[src/rtl/core/assert_macros.svh]
// ----------------------------------------------------------------------------
// Assertion macros
// Implication checks used at the end of next_prime_finder.
// ----------------------------------------------------------------------------
`ifndef ASSERT_MACROS_SVH
`define ASSERT_MACROS_SVH
`ifndef SYNTH
`define ASSERT_IMPLY(label, clk, rst_n, ante, cons) \
	label: assert property (@(posedge clk) disable iff (!rst_n) (ante) |-> (cons)) \
		else $error("assertion failed: same-cycle implication");
`define ASSERT_NEXT(label, clk, rst_n, ante, cons) \
	label: assert property (@(posedge clk) disable iff (!rst_n) (ante) |=> (cons)) \
		else $error("assertion failed: next-cycle implication");
`else
`define ASSERT_IMPLY(label, clk, rst_n, ante, cons)
`define ASSERT_NEXT(label, clk, rst_n, ante, cons)
`endif
`endif

[src/rtl/core/npf_pkg.sv]
`timescale 1ns / 1ps
// ----------------------------------------------------------------------------
// npf_pkg
// Word types, state encoding and unit status for the next-prime search.
// ----------------------------------------------------------------------------
package npf_pkg;

	localparam int FIELD_W = 32;

	typedef struct packed {
		logic [FIELD_W-1:0] start_value;
		logic               strictly_above;
	} npf_in_t;

	typedef struct packed {
		logic [FIELD_W-1:0] found_prime;
		logic               out_of_range;
	} npf_out_t;

	typedef struct packed {
		logic done;
		logic zero;
	} npf_rem_stat_t;

	typedef enum logic [2:0] {
		ST_IDLE,
		ST_INIT,
		ST_CAND,
		ST_TEST,
		ST_DIV
	} npf_state_t;

endpackage

[src/rtl/core/npf_rem.sv]
`timescale 1ns / 1ps
// ----------------------------------------------------------------------------
// npf_rem
// Bit-serial remainder unit: shifts the dividend in MSB first, one bit per
// cycle, with a restoring compare-subtract against the divisor.
// ----------------------------------------------------------------------------
module npf_rem #(
	parameter int NW = 32,
	parameter int DW = 18
) (
	input  logic                   clk,
	input  logic                   arst_n,
	input  logic                   load,
	input  logic [NW-1:0]          dividend,
	input  logic [DW-1:0]          divisor,
	output npf_pkg::npf_rem_stat_t stat
);

	localparam int CNW = (NW > 1) ? $clog2(NW) : 1;

	logic [NW-1:0]  sh_q;
	logic [DW-1:0]  rem_q;
	logic [CNW-1:0] cnt_q;
	logic           run_q;
	logic           done_q;
	logic [DW:0]    trial;
	logic [DW:0]    diff;
	logic [DW-1:0]  rem_next;

	assign trial    = {rem_q, sh_q[NW-1]};
	assign diff     = trial - {1'b0, divisor};
	assign rem_next = (trial >= {1'b0, divisor}) ? diff[DW-1:0] : trial[DW-1:0];

	always_ff @(posedge clk or negedge arst_n) begin
		if (!arst_n) begin
			run_q  <= 1'b0;
			done_q <= 1'b0;
		end else begin
			done_q <= run_q && (cnt_q == '0);
			if (load)
				run_q <= 1'b1;
			else if (run_q && (cnt_q == '0))
				run_q <= 1'b0;
		end
	end

	always_ff @(posedge clk) begin
		if (load) begin
			sh_q  <= dividend;
			rem_q <= '0;
			cnt_q <= CNW'(NW - 1);
		end else if (run_q) begin
			sh_q  <= {sh_q[NW-2:0], 1'b0};
			rem_q <= rem_next;
			cnt_q <= cnt_q - CNW'(1);
		end
	end

	assign stat.done = done_q;
	assign stat.zero = (rem_q == '0);

endmodule

[src/rtl/core/next_prime_finder.sv]
`timescale 1ns / 1ps
// ----------------------------------------------------------------------------
// next_prime_finder
// Smallest prime at or above (or strictly above) a start value by trial
// division with odd divisors, remainders taken one dividend bit per cycle.
// ----------------------------------------------------------------------------
// Sequence: done is registered from the finishing state; small starts and
// starts past the ceiling finish in INIT. Otherwise each trial divisor takes
// a TEST state and a remainder pass in DIV, each candidate a CAND state, and
// the prime a final TEST, with CW = min(WIDTH, 32) bits per remainder pass.
// One word at a time: start is taken again in the cycle that done is high.
// Reset clears the controller; the result strobe cannot be stalled.
`include "assert_macros.svh"

module next_prime_finder #(
	parameter int WIDTH = 32
) (
	input  logic              clk,
	input  logic              arst_n,
	input  logic              start,
	input  npf_pkg::npf_in_t  cmd,
	output logic              busy,
	output logic              done,
	output npf_pkg::npf_out_t rsp
);

	localparam int CW  = (WIDTH > npf_pkg::FIELD_W) ? npf_pkg::FIELD_W : WIDTH;
	localparam int DW  = CW / 2 + 2;
	localparam int DSW = CW + 2;
	localparam logic [CW:0] CEIL = {1'b0, {CW{1'b1}}};
	localparam logic [npf_pkg::FIELD_W-1:0] CEIL_F = npf_pkg::FIELD_W'(CEIL);

	npf_pkg::npf_state_t    state_q, state_d;
	npf_pkg::npf_rem_stat_t stat;

	logic [npf_pkg::FIELD_W-1:0] s_q;
	logic                        above_q;
	logic [CW:0]                 n_q;
	logic [DW-1:0]               d_q;
	logic [DSW-1:0]              dsq_q;
	npf_pkg::npf_out_t           res_q;
	logic                        done_q;

	logic [CW:0]                 t_val;
	logic                        fin;
	logic                        fin_oor;
	logic [CW:0]                 fin_val;
	logic                        rem_load;

	assign t_val = {1'b0, s_q[CW-1:0]} + (CW+1)'(above_q);

	always_ff @(posedge clk or negedge arst_n) begin
		if (!arst_n)
			state_q <= npf_pkg::ST_IDLE;
		else
			state_q <= state_d;
	end

	always_comb begin
		state_d  = state_q;
		fin      = 1'b0;
		fin_oor  = 1'b0;
		fin_val  = '0;
		rem_load = 1'b0;
		case (state_q)
			npf_pkg::ST_IDLE: begin
				if (start)
					state_d = npf_pkg::ST_INIT;
			end
			npf_pkg::ST_INIT: begin
				if ((s_q > CEIL_F) || (above_q && (s_q == CEIL_F))) begin
					fin     = 1'b1;
					fin_oor = 1'b1;
					state_d = npf_pkg::ST_IDLE;
				end else if (t_val <= (CW+1)'(2)) begin
					fin     = 1'b1;
					fin_val = (CW+1)'(2);
					state_d = npf_pkg::ST_IDLE;
				end else begin
					state_d = npf_pkg::ST_CAND;
				end
			end
			npf_pkg::ST_CAND: begin
				if (n_q > CEIL) begin
					fin     = 1'b1;
					fin_oor = 1'b1;
					state_d = npf_pkg::ST_IDLE;
				end else begin
					state_d = npf_pkg::ST_TEST;
				end
			end
			npf_pkg::ST_TEST: begin
				if (dsq_q > DSW'(n_q)) begin
					fin     = 1'b1;
					fin_val = n_q;
					state_d = npf_pkg::ST_IDLE;
				end else begin
					rem_load = 1'b1;
					state_d  = npf_pkg::ST_DIV;
				end
			end
			npf_pkg::ST_DIV: begin
				if (stat.done)
					state_d = stat.zero ? npf_pkg::ST_CAND : npf_pkg::ST_TEST;
			end
			default: begin
				state_d = npf_pkg::ST_IDLE;
			end
		endcase
	end

	// Datapath: start word, candidate, divisor and its square
	always_ff @(posedge clk) begin
		case (state_q)
			npf_pkg::ST_IDLE: begin
				if (start) begin
					s_q     <= cmd.start_value;
					above_q <= cmd.strictly_above;
				end
			end
			npf_pkg::ST_INIT: begin
				n_q <= t_val | (CW+1)'(1);
			end
			npf_pkg::ST_CAND: begin
				d_q   <= DW'(3);
				dsq_q <= DSW'(9);
			end
			npf_pkg::ST_DIV: begin
				if (stat.done) begin
					if (stat.zero) begin
						n_q <= n_q + (CW+1)'(2);
					end else begin
						d_q   <= d_q + DW'(2);
						dsq_q <= dsq_q + DSW'({d_q, 2'b00}) + DSW'(4);
					end
				end
			end
			default: begin
			end
		endcase
		if (fin) begin
			res_q.found_prime  <= npf_pkg::FIELD_W'(fin_val[CW-1:0]);
			res_q.out_of_range <= fin_oor;
		end
	end

	always_ff @(posedge clk or negedge arst_n) begin
		if (!arst_n)
			done_q <= 1'b0;
		else
			done_q <= fin;
	end

	npf_rem #(
		.NW(CW),
		.DW(DW)
	) u_rem (
		.clk      (clk),
		.arst_n   (arst_n),
		.load     (rem_load),
		.dividend (n_q[CW-1:0]),
		.divisor  (d_q),
		.stat     (stat)
	);

	assign busy = (state_q != npf_pkg::ST_IDLE);
	assign done = done_q;
	assign rsp  = res_q;

	`ASSERT_NEXT(a_start_busy, clk, arst_n, start && !busy, busy)
	`ASSERT_IMPLY(a_done_idle, clk, arst_n, done, !busy)
	`ASSERT_IMPLY(a_oor_zero, clk, arst_n, done && rsp.out_of_range, rsp.found_prime == '0)
	`ASSERT_IMPLY(a_prime_odd, clk, arst_n, done && !rsp.out_of_range, rsp.found_prime[0] || (rsp.found_prime == npf_pkg::FIELD_W'(2)))
	`ASSERT_IMPLY(a_div_only, clk, arst_n, stat.done, state_q == npf_pkg::ST_DIV)

endmodule

[config.mk]
export PLATFORM = sky130hd
export DESIGN_NAME = next_prime_finder
export DESIGN_NICKNAME = d
export VERILOG_FILES = /design/src/rtl/core/npf_pkg.sv /design/src/rtl/core/npf_rem.sv /design/src/rtl/core/next_prime_finder.sv
export VERILOG_INCLUDE_DIRS = /design/src /design/src/rtl/core
export SDC_FILE = /design/constraint.sdc
export NUM_CORES = 1
export LEC_CHECK = 0
export ABC_AREA = 1
export CORE_UTILIZATION = 35
export CTS_BUF_LIST = sky130_fd_sc_hd__clkbuf_2 sky130_fd_sc_hd__clkbuf_4 sky130_fd_sc_hd__clkbuf_8
export DETAILED_ROUTE_END_ITERATION = 16
export DONT_BUFFER_PORTS = 1
export PLACE_DENSITY_LB_ADDON = 0.05
export SLEW_MARGIN = 25
export SYNTH_ARGS = -nofsm -noshare
export SYNTH_HDL_FRONTEND = slang
export SYNTH_SLANG_ARGS = --single-unit
[constraint.sdc]
create_clock -name clk -period 9.03 [get_ports clk]
set_input_delay 1.806 -clock clk [delete_from_list [all_inputs] [get_ports clk]]
set_output_delay 1.806 -clock clk [all_outputs]
set_load 0.01 [all_outputs]
# Yosys cells after proc, flatten, opt, wreduce, memory -nomap -nowiden
# Cells that the tools add are included.
[word_totals]
inputBits = 36
register_bits = 212
wordCells = 85
out_inout_bits = 35
[op_classes]
eq_ne = 9
muxes = 35
n_addsub = 7
reduce_logical = 15
magnitude_cmp = 5
[op_table]
columns = ["op", "n"]
rows = [
  ["32-bit 2-to-1 mux", 3],
  ["34-bit 2-to-1 mux", 2],
  ["34-bit case mux with 2 select lines", 1],
  ["33-bit 2-to-1 mux", 2],
  ["33-bit case mux with 2 select lines", 1],
  ["32-bit case mux with 2 select lines", 1],
  ["18-bit 2-to-1 mux", 3],
  ["18-bit case mux with 2 select lines", 1],
  ["34-bit by 20-bit adder with 34-bit output", 1],
  ["34-bit by 3-bit adder with 34-bit output, second input constant", 1],
  ["34-bit by 33-bit > comparator with 1-bit output", 1],
  ["32-bit by 1-bit adder with 33-bit output", 1],
  ["33-bit by 2-bit adder with 33-bit output, second input constant", 1],
  ["33-bit by 32-bit > comparator with 1-bit output, second input constant", 1],
  ["33-bit by 2-bit <= comparator with 1-bit output, second input constant", 1],
  ["32-bit equality test, second input constant", 1],
  ["32-bit > comparator, second input constant", 1],
  ["19-bit by 18-bit greater-or-equal comparator with 1-bit output", 1],
  ["18-bit by 2-bit adder with 18-bit output, second input constant", 1],
  ["18-bit logical NOT", 1],
  ["18-bit subtractor", 1],
  ["3-bit case mux with 5 select lines", 1],
  ["1-bit 2-to-1 mux", 10],
  ["2-bit 2-to-1 mux", 5],
  ["17 further kinds", 28],
]

# Longest topological paths before layout
# Gate-level depths: netlist of the first run.
[logic_depth]
ltp_word = 5
ltp_mapped = 18
ltp_nobuf = 18

# Modules after synthesis
# A second synthesis of the first run with hierarchy kept.
[unflattened]
hier_cells = 1645
area_unflattened_um2 = 13431.6
[modules_own_cells]
columns = ["module", "instances", "area_per_inst_um2", "seq_area_each_um2", "cells_per_inst"]
rows = [
  ["next_prime_finder", 1, 9696.8, 4484.3, 1127],
  ["npf_rem", 1, 3734.8, 1471.4, 518],
]

# Worst setup path after synthesis of the first run
# OpenSTA, ideal clock, no wires.
[synth_path]
path_kind = "reg2reg"
start = "reg state_q[1]"
end = "reg d_q[10] (enable)"
path_stages_with_launch = 7
n_path_buf = 1
arrival_ns = 3.424
setup_ns = 0.469
period_less_slack_ns = 3.894
required_time_ns = 8.561
setup_slack_ns = 5.136
cell_sequence = "dfrtp_1 nor2_1 inv_1 nor2_1 clkbuf_1 nand2_1 a21oi_1"
[synth_via]
elab_chain_len = 3
word_cells_on_any_way = 6
cone_classes = "eq/ne: 4; reduce/logical: 2"
[synth_lines]
columns = ["element", "line_no", "source"]
rows = [
  ["start: declaration", "next_prime_finder.sv:33", "npf_pkg::npf_state_t state_q, state_d;"],
  ["start signal: assignment", "next_prime_finder.sv:54", "state_q <= npf_pkg::ST_IDLE;"],
  ["start signal: assignment", "next_prime_finder.sv:56", "state_q <= state_d;"],
  ["3-bit equality test / 3-bit by 2-bit equality test with 1-bit output (equally long branches)", "next_prime_finder.sv:114", "case (state_q)"],
  ["2-bit inequality test (no line) (tied with other cells)", "-", ""],
  ["3-bit AND reduction (no line) *", "-", ""],
  ["end signal: assignment", "next_prime_finder.sv:133", "d_q <= d_q + DW'(2);"],
  ["end: declaration", "next_prime_finder.sv:39", "logic [DW-1:0] d_q;"],
]
# Every way passes the cells marked *; elsewhere a longest branch is shown, timed or not.
# A chain may end at the register's enable or synchronous reset.

# Worst setup path in the final report of the first run
[layout_path]
start = "reg n_q[25]"
end = "reg res_q (netlist bit rsp[4]) (enable)"
[layout_via]
elab_chain_len = 3
word_cells_on_any_way = 5
cone_classes = "order compare: 2; mux: 3"
[layout_lines]
columns = ["element", "line_no", "source"]
rows = [
  ["start: declaration", "next_prime_finder.sv:38", "logic [CW:0] n_q;"],
  ["start signal: assignment", "next_prime_finder.sv:122", "n_q <= t_val | (CW+1)'(1);"],
  ["start signal: assignment", "next_prime_finder.sv:131", "n_q <= n_q + (CW+1)'(2);"],
  ["34-bit by 33-bit > comparator with 1-bit output / 33-bit by 32-bit > comparator with 1-bit output (equally long branches)", "next_prime_finder.sv:93, next_prime_finder.sv:84", ""],
  ["1-bit 2-to-1 mux, on equally long branches", "next_prime_finder.sv:93, next_prime_finder.sv:84", ""],
  ["1-bit case mux with 3 select lines *", "next_prime_finder.sv:65", "case (state_q)"],
  ["via fin", "next_prime_finder.sv:45", "logic fin;"],
  ["end: declaration", "next_prime_finder.sv:41", "npf_pkg::npf_out_t res_q;"],
]
# The timed path passes the listed nets; every way through them passes the cells marked *.

==> metrics, run 1 <==
Hold Buf Count CTS=0; Global Route Usage Sum=0.2060; count of final hold-check violations=0; cell total after placement=roughly 2.0k; routability cong.=about 0.88; share of the synthesized area in the top cell type=0.4106; Hold Worst Slack=approximately 440 ps; relative slew slack=0.3637; clock tree buffer depth=3; Setup crit end=rsp[4]; Initial DRC Count=roughly 900; initial antenna violation count=2; synth top area cells=edfxtp_1 (41%), nand2_1 (11%), ha_1 (8.4%), nor2_1 (5.6%), a21oi_1 (4.9%); vias in the first global route=between 10k and 15k; Max Freq=about 0.26 GHz; IO Port Bufs=0; worst path cell trace=inv_1 > ha_1 > nand2_1 > nor2_1 > nand4_1 > nor3_1 > nand4_1 > nand3_1 > nand2_1 > inv_1 > nand2_1 > buf_4 > nand2_1 > inv_1 > nand2_1 > buf_4; Post-synth top flop=edfxtp_1; DR DRC count=0; CP max-delay cell=nand2_1; DIE HEIGHT=roughly 200 um; Comb pwr share=0.461; final net count=1736; CTS tree=built; Synth Area per Inst=8.209 um^2; status=completed; final core utilization=0.3945; CP most frequent cell=nand2_1; std cell rows=70; Final Setup Violations=0; Seq cells post-synth=207; asr flop ratio synth=0.02899; CP Max Fanout=34; CP Capture Type=flop; Worst path max stage delay=490 ps; Vias per Instance=~5.1; Cell variety after synth=46; die area=around 38000 um^2; reg2reg path depth=16; CP Launch Point=n_q[25]; pwr/cell area=around 360 nW/um^2; register area=between 5000 and 6000 um^2; largest net degree at the start of global routing=72; HPWL Detailed=between 20000 and 30000 um; clock group share of total power=0.183; CTS buffer count=42; Finished Layout Cells=2114; setup TNS=0 ps; top cell type by total area after synthesis=edfxtp_1; post-CTS sizing=0; clock slew at reported path FFs=60 ps; sequential share of power=0.356; Static Leakage=0.005956 uW; max-slew violation count=0; share of post-route cells with drive strength above 1=0.07299; Layout area overhead=10.95%; Die X=a little under 200 um; Starting Density=0.3556; most frequent cells after synthesis=nand2_1 (387), nor2_1 (195), edfxtp_1 (178), inv_1 (157), a21oi_1 (127); Critical R2R Launch=n_q[25]; internal power=between 2000 and 3000 uW; H-tree depth=2; VDD IR max=129.0 uV; Synth Instances=between 1.5k and 2k; fillers=3768; crit path kind=reg2reg; clk_lat worst skew=roughly 600 ps; first-pass GRT wire length=approximately 60000 um; final wirelength=38830 um; FF-to-FF End=rsp[4]; Sink Count=~210; Hold/Removal Path Class=reg2reg; top-count cell post-synth=nand2_1; FF-to-FF setup slack=5240 ps; worst-margin pin slew=roughly 950 ps; Worst Path Arrival=between 4000 and 5000 ps; via count=about 11k; footprint of the multi-input gates=about 6400 um^2; Syn Nets=between 1.5k and 2k; RSZ-0062 raised after global routing=no; Cell Area, Synth=13020 um^2; total grt overflow=0; CORE AREA=approximately 37000 um^2; Avg WL per Cell=~18 um; Sw Ratio=0.4553; DR pass1 iterations=5; Worst setup SP type=flop; Final Skew=between 30 and 40 ps; Switch Pwr=around 2400 uW; fin crit period=roughly 3800 ps; max cap viols=0; ANT nets after route=0; critical path required time=9260 ps; fin crit share=0.4198; CTS root buf=clkbuf_8; Finished Cell Area=approximately 14000 um^2; Setup Buffers After CTS=0; Synth Warn #=0; Seq/Total Area, Yosys=0.4575; I/O pin total=a little over 70; number of synthesized flops with an enable pin=about 180; placed inst area=13620 um^2
==> layer usage <==
| metal | share of wire | wire (um) | vias up | track usage |
|---|---|---|---|---|
| met5 | 0 | 0 | - | 0 |
| met4 | 0.019 | 721 | 0 | 0.06241 |
| met3 | 0.058 | 2242 | 43 | 0.03974 |
| met2 | 0.41 | 15960 | 285 | 0.2976 |
| met1 | 0.51 | 19910 | 5026 | 0.3076 |
| li1 | - | - | 5489 | - |
==> power groups by stage <==
stage          combinational (uW)  sequential (uW)  clock, uW
3_5_place_dp                 2390             1880          0
5_1_grt                      2750             1920       1040
4_1_cts                      2410             1870       1000
6_report                     2420             1870        962
3_3_place_gp                 2380             1880          0
2_1_floorplan                1750             1790          0
==> layout make-up <==
class	instances	area share
antenna	2	0.0003465
clock buffer	56	0.04990
clock inverter	21	0.007017
inverter	159	0.04132
multi-input combinational	1190	0.4414
sequential	207	0.4123
tap	468	0.04054
timing repair buffer	11	0.007103
==> sequential cells by signal, summed over array words and instances, names as in the netlist <==
name and flops:
u_rem.sh_q 32, state_q 3, done 1, n_q 32
u_rem.cnt_q 5, rsp 33, above_q 1, d_q 17
dsq_q 31, s_q 32, u_rem.rem_q 18, u_rem.done_q 1
u_rem.run_q 1
==> worst min path at each step <==
stage                    from  slack (ps)            to  depth (start not counted)
6_report       u_rem.cnt_q[4]         440  u_rem.done_q                          1
2_1_floorplan  u_rem.cnt_q[4]         400  u_rem.done_q                          1
3_3_place_gp   u_rem.cnt_q[4]         430  u_rem.done_q                          1
3_5_place_dp   u_rem.cnt_q[4]         440  u_rem.done_q                          1
5_1_grt        u_rem.cnt_q[4]         470  u_rem.done_q                          1
4_1_cts        u_rem.cnt_q[4]         450  u_rem.done_q                          1
==> per-stage QoR <==
step	worst slack [ps]	total power, uW
3_3_place_gp	5385	4263
3_5_place_dp	5318	4275
2_1_floorplan	5136	3537
4_1_cts	5290	5278
5_1_grt	4989	5706
6_report	5240	5247
==> cells in the final DEF, fill, tap and decap left out, types with 4 or more instances in the layout <==
cell type and n:
o31ai_1 4, nor3_1 24, o21ai_0 116, nor2_4 5, xnor2_1 11, xor2_1 24, a31oi_1 9, nand3b_1 12
o211ai_1 7, or2_2 8, nand4_1 27, dfxtp_1 23, inv_1 156, clkbuf_4 8, nand3_1 77, clkbuf_8 48
a21o_1 4, ha_1 87, o21a_1 12, nor2_1 193, nor2_2 10, a21oi_1 125, clkinv_1 12, edfxtp_1 178
buf_4 10, o21ai_1 4, dfrtp_1 6, nand2_2 7, nand2_1 387, nor4_1 11, clkinv_2 8
==> worst max-delay path: cells and delay by family, from the launching register on <==
family	cells	cell delay [ps]
flip-flops	1	380
buffers and inverters	5	1020
AND/OR/NAND/NOR	10	1690
adder cells (fa/ha/maj)	1	320
==> logic make-up after synthesis <==
kind of cell               Yosys count  synth area share
and+or+nand+nor                    776            0.2580
AOI/OAI and AO/OA                  290            0.1191
DFF                                207            0.4575
buffers and inverters              189           0.05526
adders and majority gates           89           0.08669
xor gates and xnor gates            35           0.02355
Note: power is estimated with default switching activity, not from simulation.
==> run 2, diff against run 1 <==
Clock period 9.03 ns to 3.5 ns, I/O delays scaled along.
==> run 2 against run 1 <==
Compared with the run above: core utilization grew 0.49 points; highest routed layer unchanged; combinational power increased to 2.6 times the previous value; critical path type unchanged; largest power group unchanged; register-to-register slack worse by 5100 ps; routed wire length fell by 3.6%.
==> metrics, run 2 (synthesis gave the netlist of run 1 again) <==
status=completed (unchanged); Static Leakage=0.006066 uW (was 0.005956 uW); CP Max Fanout=25 (was 34); DIE HEIGHT=194.9 um (unchanged); initial antenna violation count=0 (was 2); worst path cell trace=inv_1 > ha_1 > a21oi_1 > o21ai_0 > nand2_1 > o211ai_1 > a21oi_1 > nand3_1 > nand2_1 > nand2_2 > nand2_1 > buf_4 (was inv_1 > ha_1 > nand2_1 > nor2_1 > nand4_1 > nor3_1 > nand4_1 > nand3_1 > nand2_1 > inv_1 > nand2_1 > buf_4 > nand2_1 > inv_1 > nand2_1 > buf_4); fillers=3833 (was 3768); sequential share of power=0.347 (was 0.356); CP Capture Type=flop (unchanged); Worst setup SP type=flop (unchanged); setup TNS=0 ps (unchanged); std cell rows=70 (unchanged); DR DRC count=0 (unchanged); final net count=1748 (was 1736); crit path kind=reg2reg (unchanged); Avg WL per Cell=17.62 um (was 18.37 um); final wirelength=37440 um (was 38830 um); total grt overflow=0 (unchanged); placed inst area=13700 um^2 (was 13620 um^2); HPWL Detailed=28740 um (was 29390 um); relative slew slack=0.5276 (was 0.3637); Starting Density=0.3556 (unchanged); VDD IR max=381.2 uV (was 129.0 uV); Global Route Usage Sum=0.1997 (was 0.2060); Hold/Removal Path Class=in2reg (was reg2reg); vias in the first global route=10.25k (was 10.28k); Worst path max stage delay=420 ps (was 490 ps); IO Port Bufs=0 (unchanged); Global Route met1 Usage=0.2930 (was 0.3076); clk_lat worst skew=610 ps (was 600 ps); final core utilization=0.3994 (was 0.3945); Critical R2R Launch=n_q[19] (was n_q[25]); total power=13850 uW (was 5247 uW); count of final hold-check violations=0 (unchanged); RSZ-0062 raised after global routing=yes (was no); I/O pin total=71 (unchanged); worst-margin pin slew=708.6 ps (was 947.1 ps); Comb pwr share=0.455 (was 0.461); via count=10.77k (was 10.84k); CORE AREA=36610 um^2 (unchanged); max cap viols=0 (unchanged); number of flip-flops in the largest register=33 (unchanged); commonest non-fill, non-tap cell in the layout=nand2_1 (unchanged); commonest non-fill, non-tap cells in the layout=nand2_1 (387), nor2_1 (193), edfxtp_1 (178) (unchanged); met2 Usage GRT=0.2970 (was 0.2976); first-pass GRT wire length=58290 um (was 59690 um); Sink Count=207 (unchanged); max-slew violation count=0 (unchanged); CP most frequent cell=nand2_1 (unchanged); routability cong.=0.8644 (was 0.8759); CP max-delay cell=edfxtp_1 (was nand2_1); clock slew at reported path FFs=60 ps (about the same); Final Skew=33.21 ps (was 32.76 ps); Hold Worst Slack=185.4 ps (was 438.5 ps); fin crit period=3318 ps (was 3790 ps); critical path required time=3760 ps (was 9260 ps); Vias per Instance=5.068 (was 5.129); Setup Buffers After CTS=0 (unchanged); fin crit share=0.9479 (was 0.4198); Switch Pwr=6180 uW (was 2389 uW); CTS root buf=clkbuf_8 (unchanged); FF-to-FF setup slack=180 ps (was 5240 ps); Layout area overhead=12.31% (was 10.95%); largest net degree at the start of global routing=50 (was 72); CTS tree=built (unchanged); ANT nets after route=0 (unchanged); share of post-route cells with drive strength above 1=0.08514 (was 0.07299); met3 Track Usage GR=0.04112 (was 0.03974); pwr/cell area=947.5 nW/um^2 (was 363.3 nW/um^2); internal power=7674 uW (was 2858 uW); Finished Cell Area=14620 um^2 (was 14440 um^2); Die X=194.9 um (unchanged); clock tree buffer depth=3 (unchanged); GR peak layer=met2 (was met1); Worst Path Arrival=3580 ps (was 4020 ps); Max Freq=0.3014 GHz (was 0.2638 GHz); CP Launch Point=n_q[19] (was n_q[25]); Initial DRC Count=682 (was 892); clock group share of total power=0.197 (was 0.183); Sw Ratio=0.4461 (was 0.4553); HP Start=cmd[30] (was u_rem.cnt_q[4]); die area=37970 um^2 (unchanged); Final Setup Violations=0 (unchanged); H-tree depth=2 (unchanged); CTS buffer count=41 (was 42); DR pass1 iterations=5 (unchanged)
run 2: changes by cell type in the layout (fill, tap and decap cells not counted), moves of 2 or more:
cell / delta
buf_4: +12
clkbuf_4: +10
clkinv_1: -10
clkinv_2: -4
bufinv_16: +2
run 2: repair_timing:
| action | CTS | global route |
|---|---|---|
| hold endpoints to repair | 6 | 0 |
| hold buffers | 1 | 0 |
| setup endpoints to repair | 0 | 45 |
| resized for setup | 0 | 1 |
run 2: worst paths after layout:
kind	end	cells after the start
worst max-delay path	u_rem.sh_q[9]	12
worst min-delay path	s_q[29]	0
worst max register to register	u_rem.sh_q[9]	12
worst min register to register	u_rem.done_q	1
max in group asynchronous	u_rem.run_q	1
min in group asynchronous	state_q[2]	1
run 2: cell type report:
cell class,count,area (um^2),area share
multi-input combinational,1190,6381,0.4364
sequential,207,5956,0.4073
clock buffer,66,795.8,0.05442
inverter,159,596.8,0.04082
tap,468,585.6,0.04005
timing repair buffer,24,195.2,0.01335
clock inverter,10,108.9,0.007445
antenna,1,2.502,0.0001711
run 2: worst max-delay path, delay by kind of cell (launching register included):
kind	cells	cell delay, ps
DFF	1	420
adders and majority gates	1	340
and+or+nand+nor	5	770
AOI/OAI and AO/OA	4	760
buffers and inverters	2	670
run 2: through the flow:
stage,cells,setup slack (ps)
6_report,2125,182.2
5_1_grt,2124,-27.95
4_1_cts,2124,161.5
3_5_place_dp,2047,199.3
3_3_place_gp,2047,237.0
2_1_floorplan,1586,472.7
run 2: metal layers:
metal  part of all wire  vias to the layer above
li1                   -                     5513
met1               0.51                     4978
met2               0.42                      232
met3              0.051                       47
met4              0.018                        0
met5                  0                        -
run 2: power groups by stage:
| stage | combinational, uW | sequential, uW | clock (uW) |
|---|---|---|---|
| after floorplan | 4520 | 4600 | 0 |
| after global placement | 6280 | 4850 | 0 |
| after detailed placement | 6280 | 4860 | 0 |
| after CTS | 6320 | 4820 | 2830 |
| after global routing | 7170 | 4940 | 2930 |
| final | 6310 | 4810 | 2730 |
==> run 3, diff against run 2 <==
Settings changed: ABC_AREA 1 to not set.
==> run 3 against run 2 <==
Compared with the run above: core utilization up 0.95 points; clock-buffer cell count is 17 lower; synthesized area is 3.8% lower; synthesized cell count shrank 21%; first-iteration DRC count shrank 19%; largest cell class unchanged.
==> metrics, run 3 <==
max cap viols=0 (unchanged); crit path kind=reg2reg (unchanged); Starting Density=0.3591 (was 0.3556); top cell type by total area after synthesis=edfxtp_1 (unchanged); Static Leakage=0.005463 uW (was 0.006066 uW); Avg WL per Cell=18.95 um (was 17.62 um); DR pass1 iterations=5 (unchanged); first-pass GRT wire length=53900 um (was 58290 um); total grt overflow=0 (unchanged); max-slew violation count=0 (unchanged); commonest non-fill, non-tap cells in the layout=edfxtp_1 (178), nand2_1 (123), o21ai_0 (95), nor2_1 (95), ha_1 (87) (was nand2_1 (387), nor2_1 (193), edfxtp_1 (178)); Initial DRC Count=554 (was 682); Seq cells post-synth=207 (unchanged); Final Skew=35.18 ps (was 33.21 ps); Finished Cell Area=14260 um^2 (was 14620 um^2); DR DRC count=0 (unchanged); HPWL Detailed=24960 um (was 28740 um); clock slew at reported path FFs=60 ps (about the same); Worst path max stage delay=370 ps (was 420 ps); Syn Nets=1382 (was 1711); CP Max Fanout=29 (was 25); placed inst area=13450 um^2 (was 13700 um^2); Global Route Usage Sum=0.1935 (was 0.1997); largest net degree at the start of global routing=49 (was 50); CP most frequent cell=ha_1 (was nand2_1); Final Setup Violations=0 (unchanged); clk_lat worst skew=600 ps (was 610 ps); Hold/Removal Path Class=in2reg (unchanged); CORE AREA=34880 um^2 (was 36610 um^2); Layout area overhead=13.86% (was 12.31%); asr flop ratio synth=0.02899 (unchanged); DIE HEIGHT=191.2 um (was 194.9 um); final net count=1435 (was 1748); routability cong.=0.8182 (was 0.8644); CP max-delay cell=a2111oi_4 (was edfxtp_1); ANT nets after route=0 (unchanged); Vias per Instance=5.329 (was 5.068); synth top area cells=edfxtp_1 (43%), ha_1 (8.7%), xnor2_1 (5.1%), o21ai_0 (3.8%), nand2_1 (3.7%) (was edfxtp_1 (41%), nand2_1 (11%), ha_1 (8.4%), nor2_1 (5.6%), a21oi_1 (4.9%)); worst-margin pin slew=758.3 ps (was 708.6 ps); Synth Warn #=0 (unchanged); CTS root buf=clkbuf_8 (unchanged); RSZ-0062 raised after global routing=no (was yes); Sink Count=207 (unchanged); CTS tree=built (unchanged); fillers=3499 (was 3833); Die X=191.2 um (was 194.9 um); Cell variety after synth=70 (was 46); setup TNS=0 ps (unchanged); most frequent cells after synthesis=edfxtp_1 (178), nand2_1 (124), nor2_1 (97), o21ai_0 (95), ha_1 (87) (was nand2_1 (387), nor2_1 (195), edfxtp_1 (178), inv_1 (157), a21oi_1 (127)); CTS buffer count=40 (was 41); number of flip-flops in the largest register=33 (unchanged); Post-synth top flop=edfxtp_1 (unchanged); die area=36550 um^2 (was 37970 um^2); vias in the first global route=9336 (was 10.25k); Setup Buffers After CTS=0 (unchanged); share of the synthesized area in the top cell type=0.4267 (was 0.4106); clock tree buffer depth=3 (unchanged); Max Freq=0.3055 GHz (was 0.3014 GHz); final wirelength=34030 um (was 37440 um); pwr/cell area=955.8 nW/um^2 (was 947.5 nW/um^2); IO Port Bufs=0 (unchanged); relative slew slack=0.4898 (was 0.5276); commonest non-fill, non-tap cell in the layout=edfxtp_1 (was nand2_1); Synth Instances=1257 (was 1586); initial antenna violation count=0 (unchanged); std cell rows=68 (was 70); Seq/Total Area, Yosys=0.4754 (was 0.4575); total power=13630 uW (was 13850 uW); antenna cells=0 (was 1); fin crit share=0.9352 (was 0.9479); Cell Area, Synth=12530 um^2 (was 13020 um^2); worst path cell trace=ha_1 > ha_1 > nand4_1 > or2_1 > nor4_1 > a21oi_1 > o31a_1 > a2111oi_4 > nand2_1 > o21ai_4 > buf_12 (was inv_1 > ha_1 > a21oi_1 > o21ai_0 > nand2_1 > o211ai_1 > a21oi_1 > nand3_1 > nand2_1 > nand2_2 > nand2_1 > buf_4); Synth Area per Inst=9.966 um^2 (was 8.209 um^2); fin crit period=3273 ps (was 3318 ps); VDD IR max=356.7 uV (was 381.2 uV); I/O pin total=71 (unchanged); status=completed (unchanged); top-count cell post-synth=edfxtp_1 (was nand2_1); count of final hold-check violations=0 (unchanged); Worst setup SP type=flop (unchanged); number of synthesized flops with an enable pin=178 (unchanged); CP Capture Type=flop (unchanged); critical path required time=3770 ps (was 3760 ps); via count=9570 (was 10.77k); share of post-route cells with drive strength above 1=0.1178 (was 0.08514); Worst Path Arrival=3540 ps (was 3580 ps); H-tree depth=2 (unchanged)
run 3: cell count changes after synthesis, sizes merged, moves of 11 or more:
cell,change
a21oi,-49
nand3,-38
clkbuf,+19
xnor2,+62
a211oi,+12
mux2i,+11
nor4,+37
and3,+25
o21ai,-23
inv,-86
nand2,-270
nor2,-111
run 3: power breakdown:
group	switching [uW]	internal (uW)	total (uW)
logic	3850	2530	6380
clock network	1120	1320	2440
registers	816	4000	4820
total	5790	7850	13600
run 3: timing repair:
action / in CTS / in global routing
setup endpoints to repair: 0 / 30
hold buffers: 1 / 0
gates resized for setup: 0 / 4
hold endpoints to repair: 6 / 0
run 3: per-stage QoR:
step / utilization / hold slack [ps] / setup WS (ps) / std cells
after floorplan: - / 404.4 / 74.50 / 1257
after global placement: 0.3856 / 404.6 / 238.3 / 1722
after detailed placement: 0.3856 / 404.6 / 179.7 / 1722
after CTS: 0.4083 / 135.0 / 129.9 / 1796
after global routing: 0.4089 / 150.0 / 26.06 / 1796
final: 0.4089 / 191.8 / 226.9 / 1796
run 3: final timing paths:
check                      cells past startpoint  slack, ps           start            to
max                                           11        230          s_q[0]        rsp[4]
max reg2reg                                   11        230          s_q[0]        rsp[4]
min in group asynchronous                      1        440          arst_n  u_rem.done_q
min                                            0        190         cmd[26]       s_q[25]
min reg2reg                                    1        460  u_rem.cnt_q[4]  u_rem.done_q
max in group asynchronous                      1       2840          arst_n    state_q[1]
run 3: layout make-up:
class                      instances  area (um^2)  share of cell area
clock buffer                      49        618.1             0.04333
clock inverter                    24        163.9             0.01149
inverter                          72        270.3             0.01895
multi-input combinational        929         6196              0.4344
sequential                       207         5956              0.4175
tap                              455        569.3             0.03991
timing repair buffer              60        490.5             0.03439
run 3: logic make-up after synthesis:
kind of cell / after synthesis / share of synthesized area
simple gates: 448 / 0.1799
compound gates: 271 / 0.1309
flops: 207 / 0.4754
buf+inv: 121 / 0.03716
xor+xnor: 106 / 0.07411
fa+ha+maj: 89 / 0.09009
mux: 15 / 0.01239
run 3: critical path: cells and delay by family (launching register included):
family                     cells  cell delay, ps
adders and majority gates      2             380
AOI/OAI and AO/OA              4             980
buffers and inverters          1             230
DFF                            1             340
and+or+nand+nor                4             990
run 3: metal layers:
layer | GRT usage | vias up | wire length, um
li1 | - | 4761 | -
met5 | 0 | - | 0
met3 | 0.03507 | 56 | 1681
met4 | 0.06654 | 0 | 859
met2 | 0.2754 | 234 | 13890
met1 | 0.2903 | 4519 | 17600
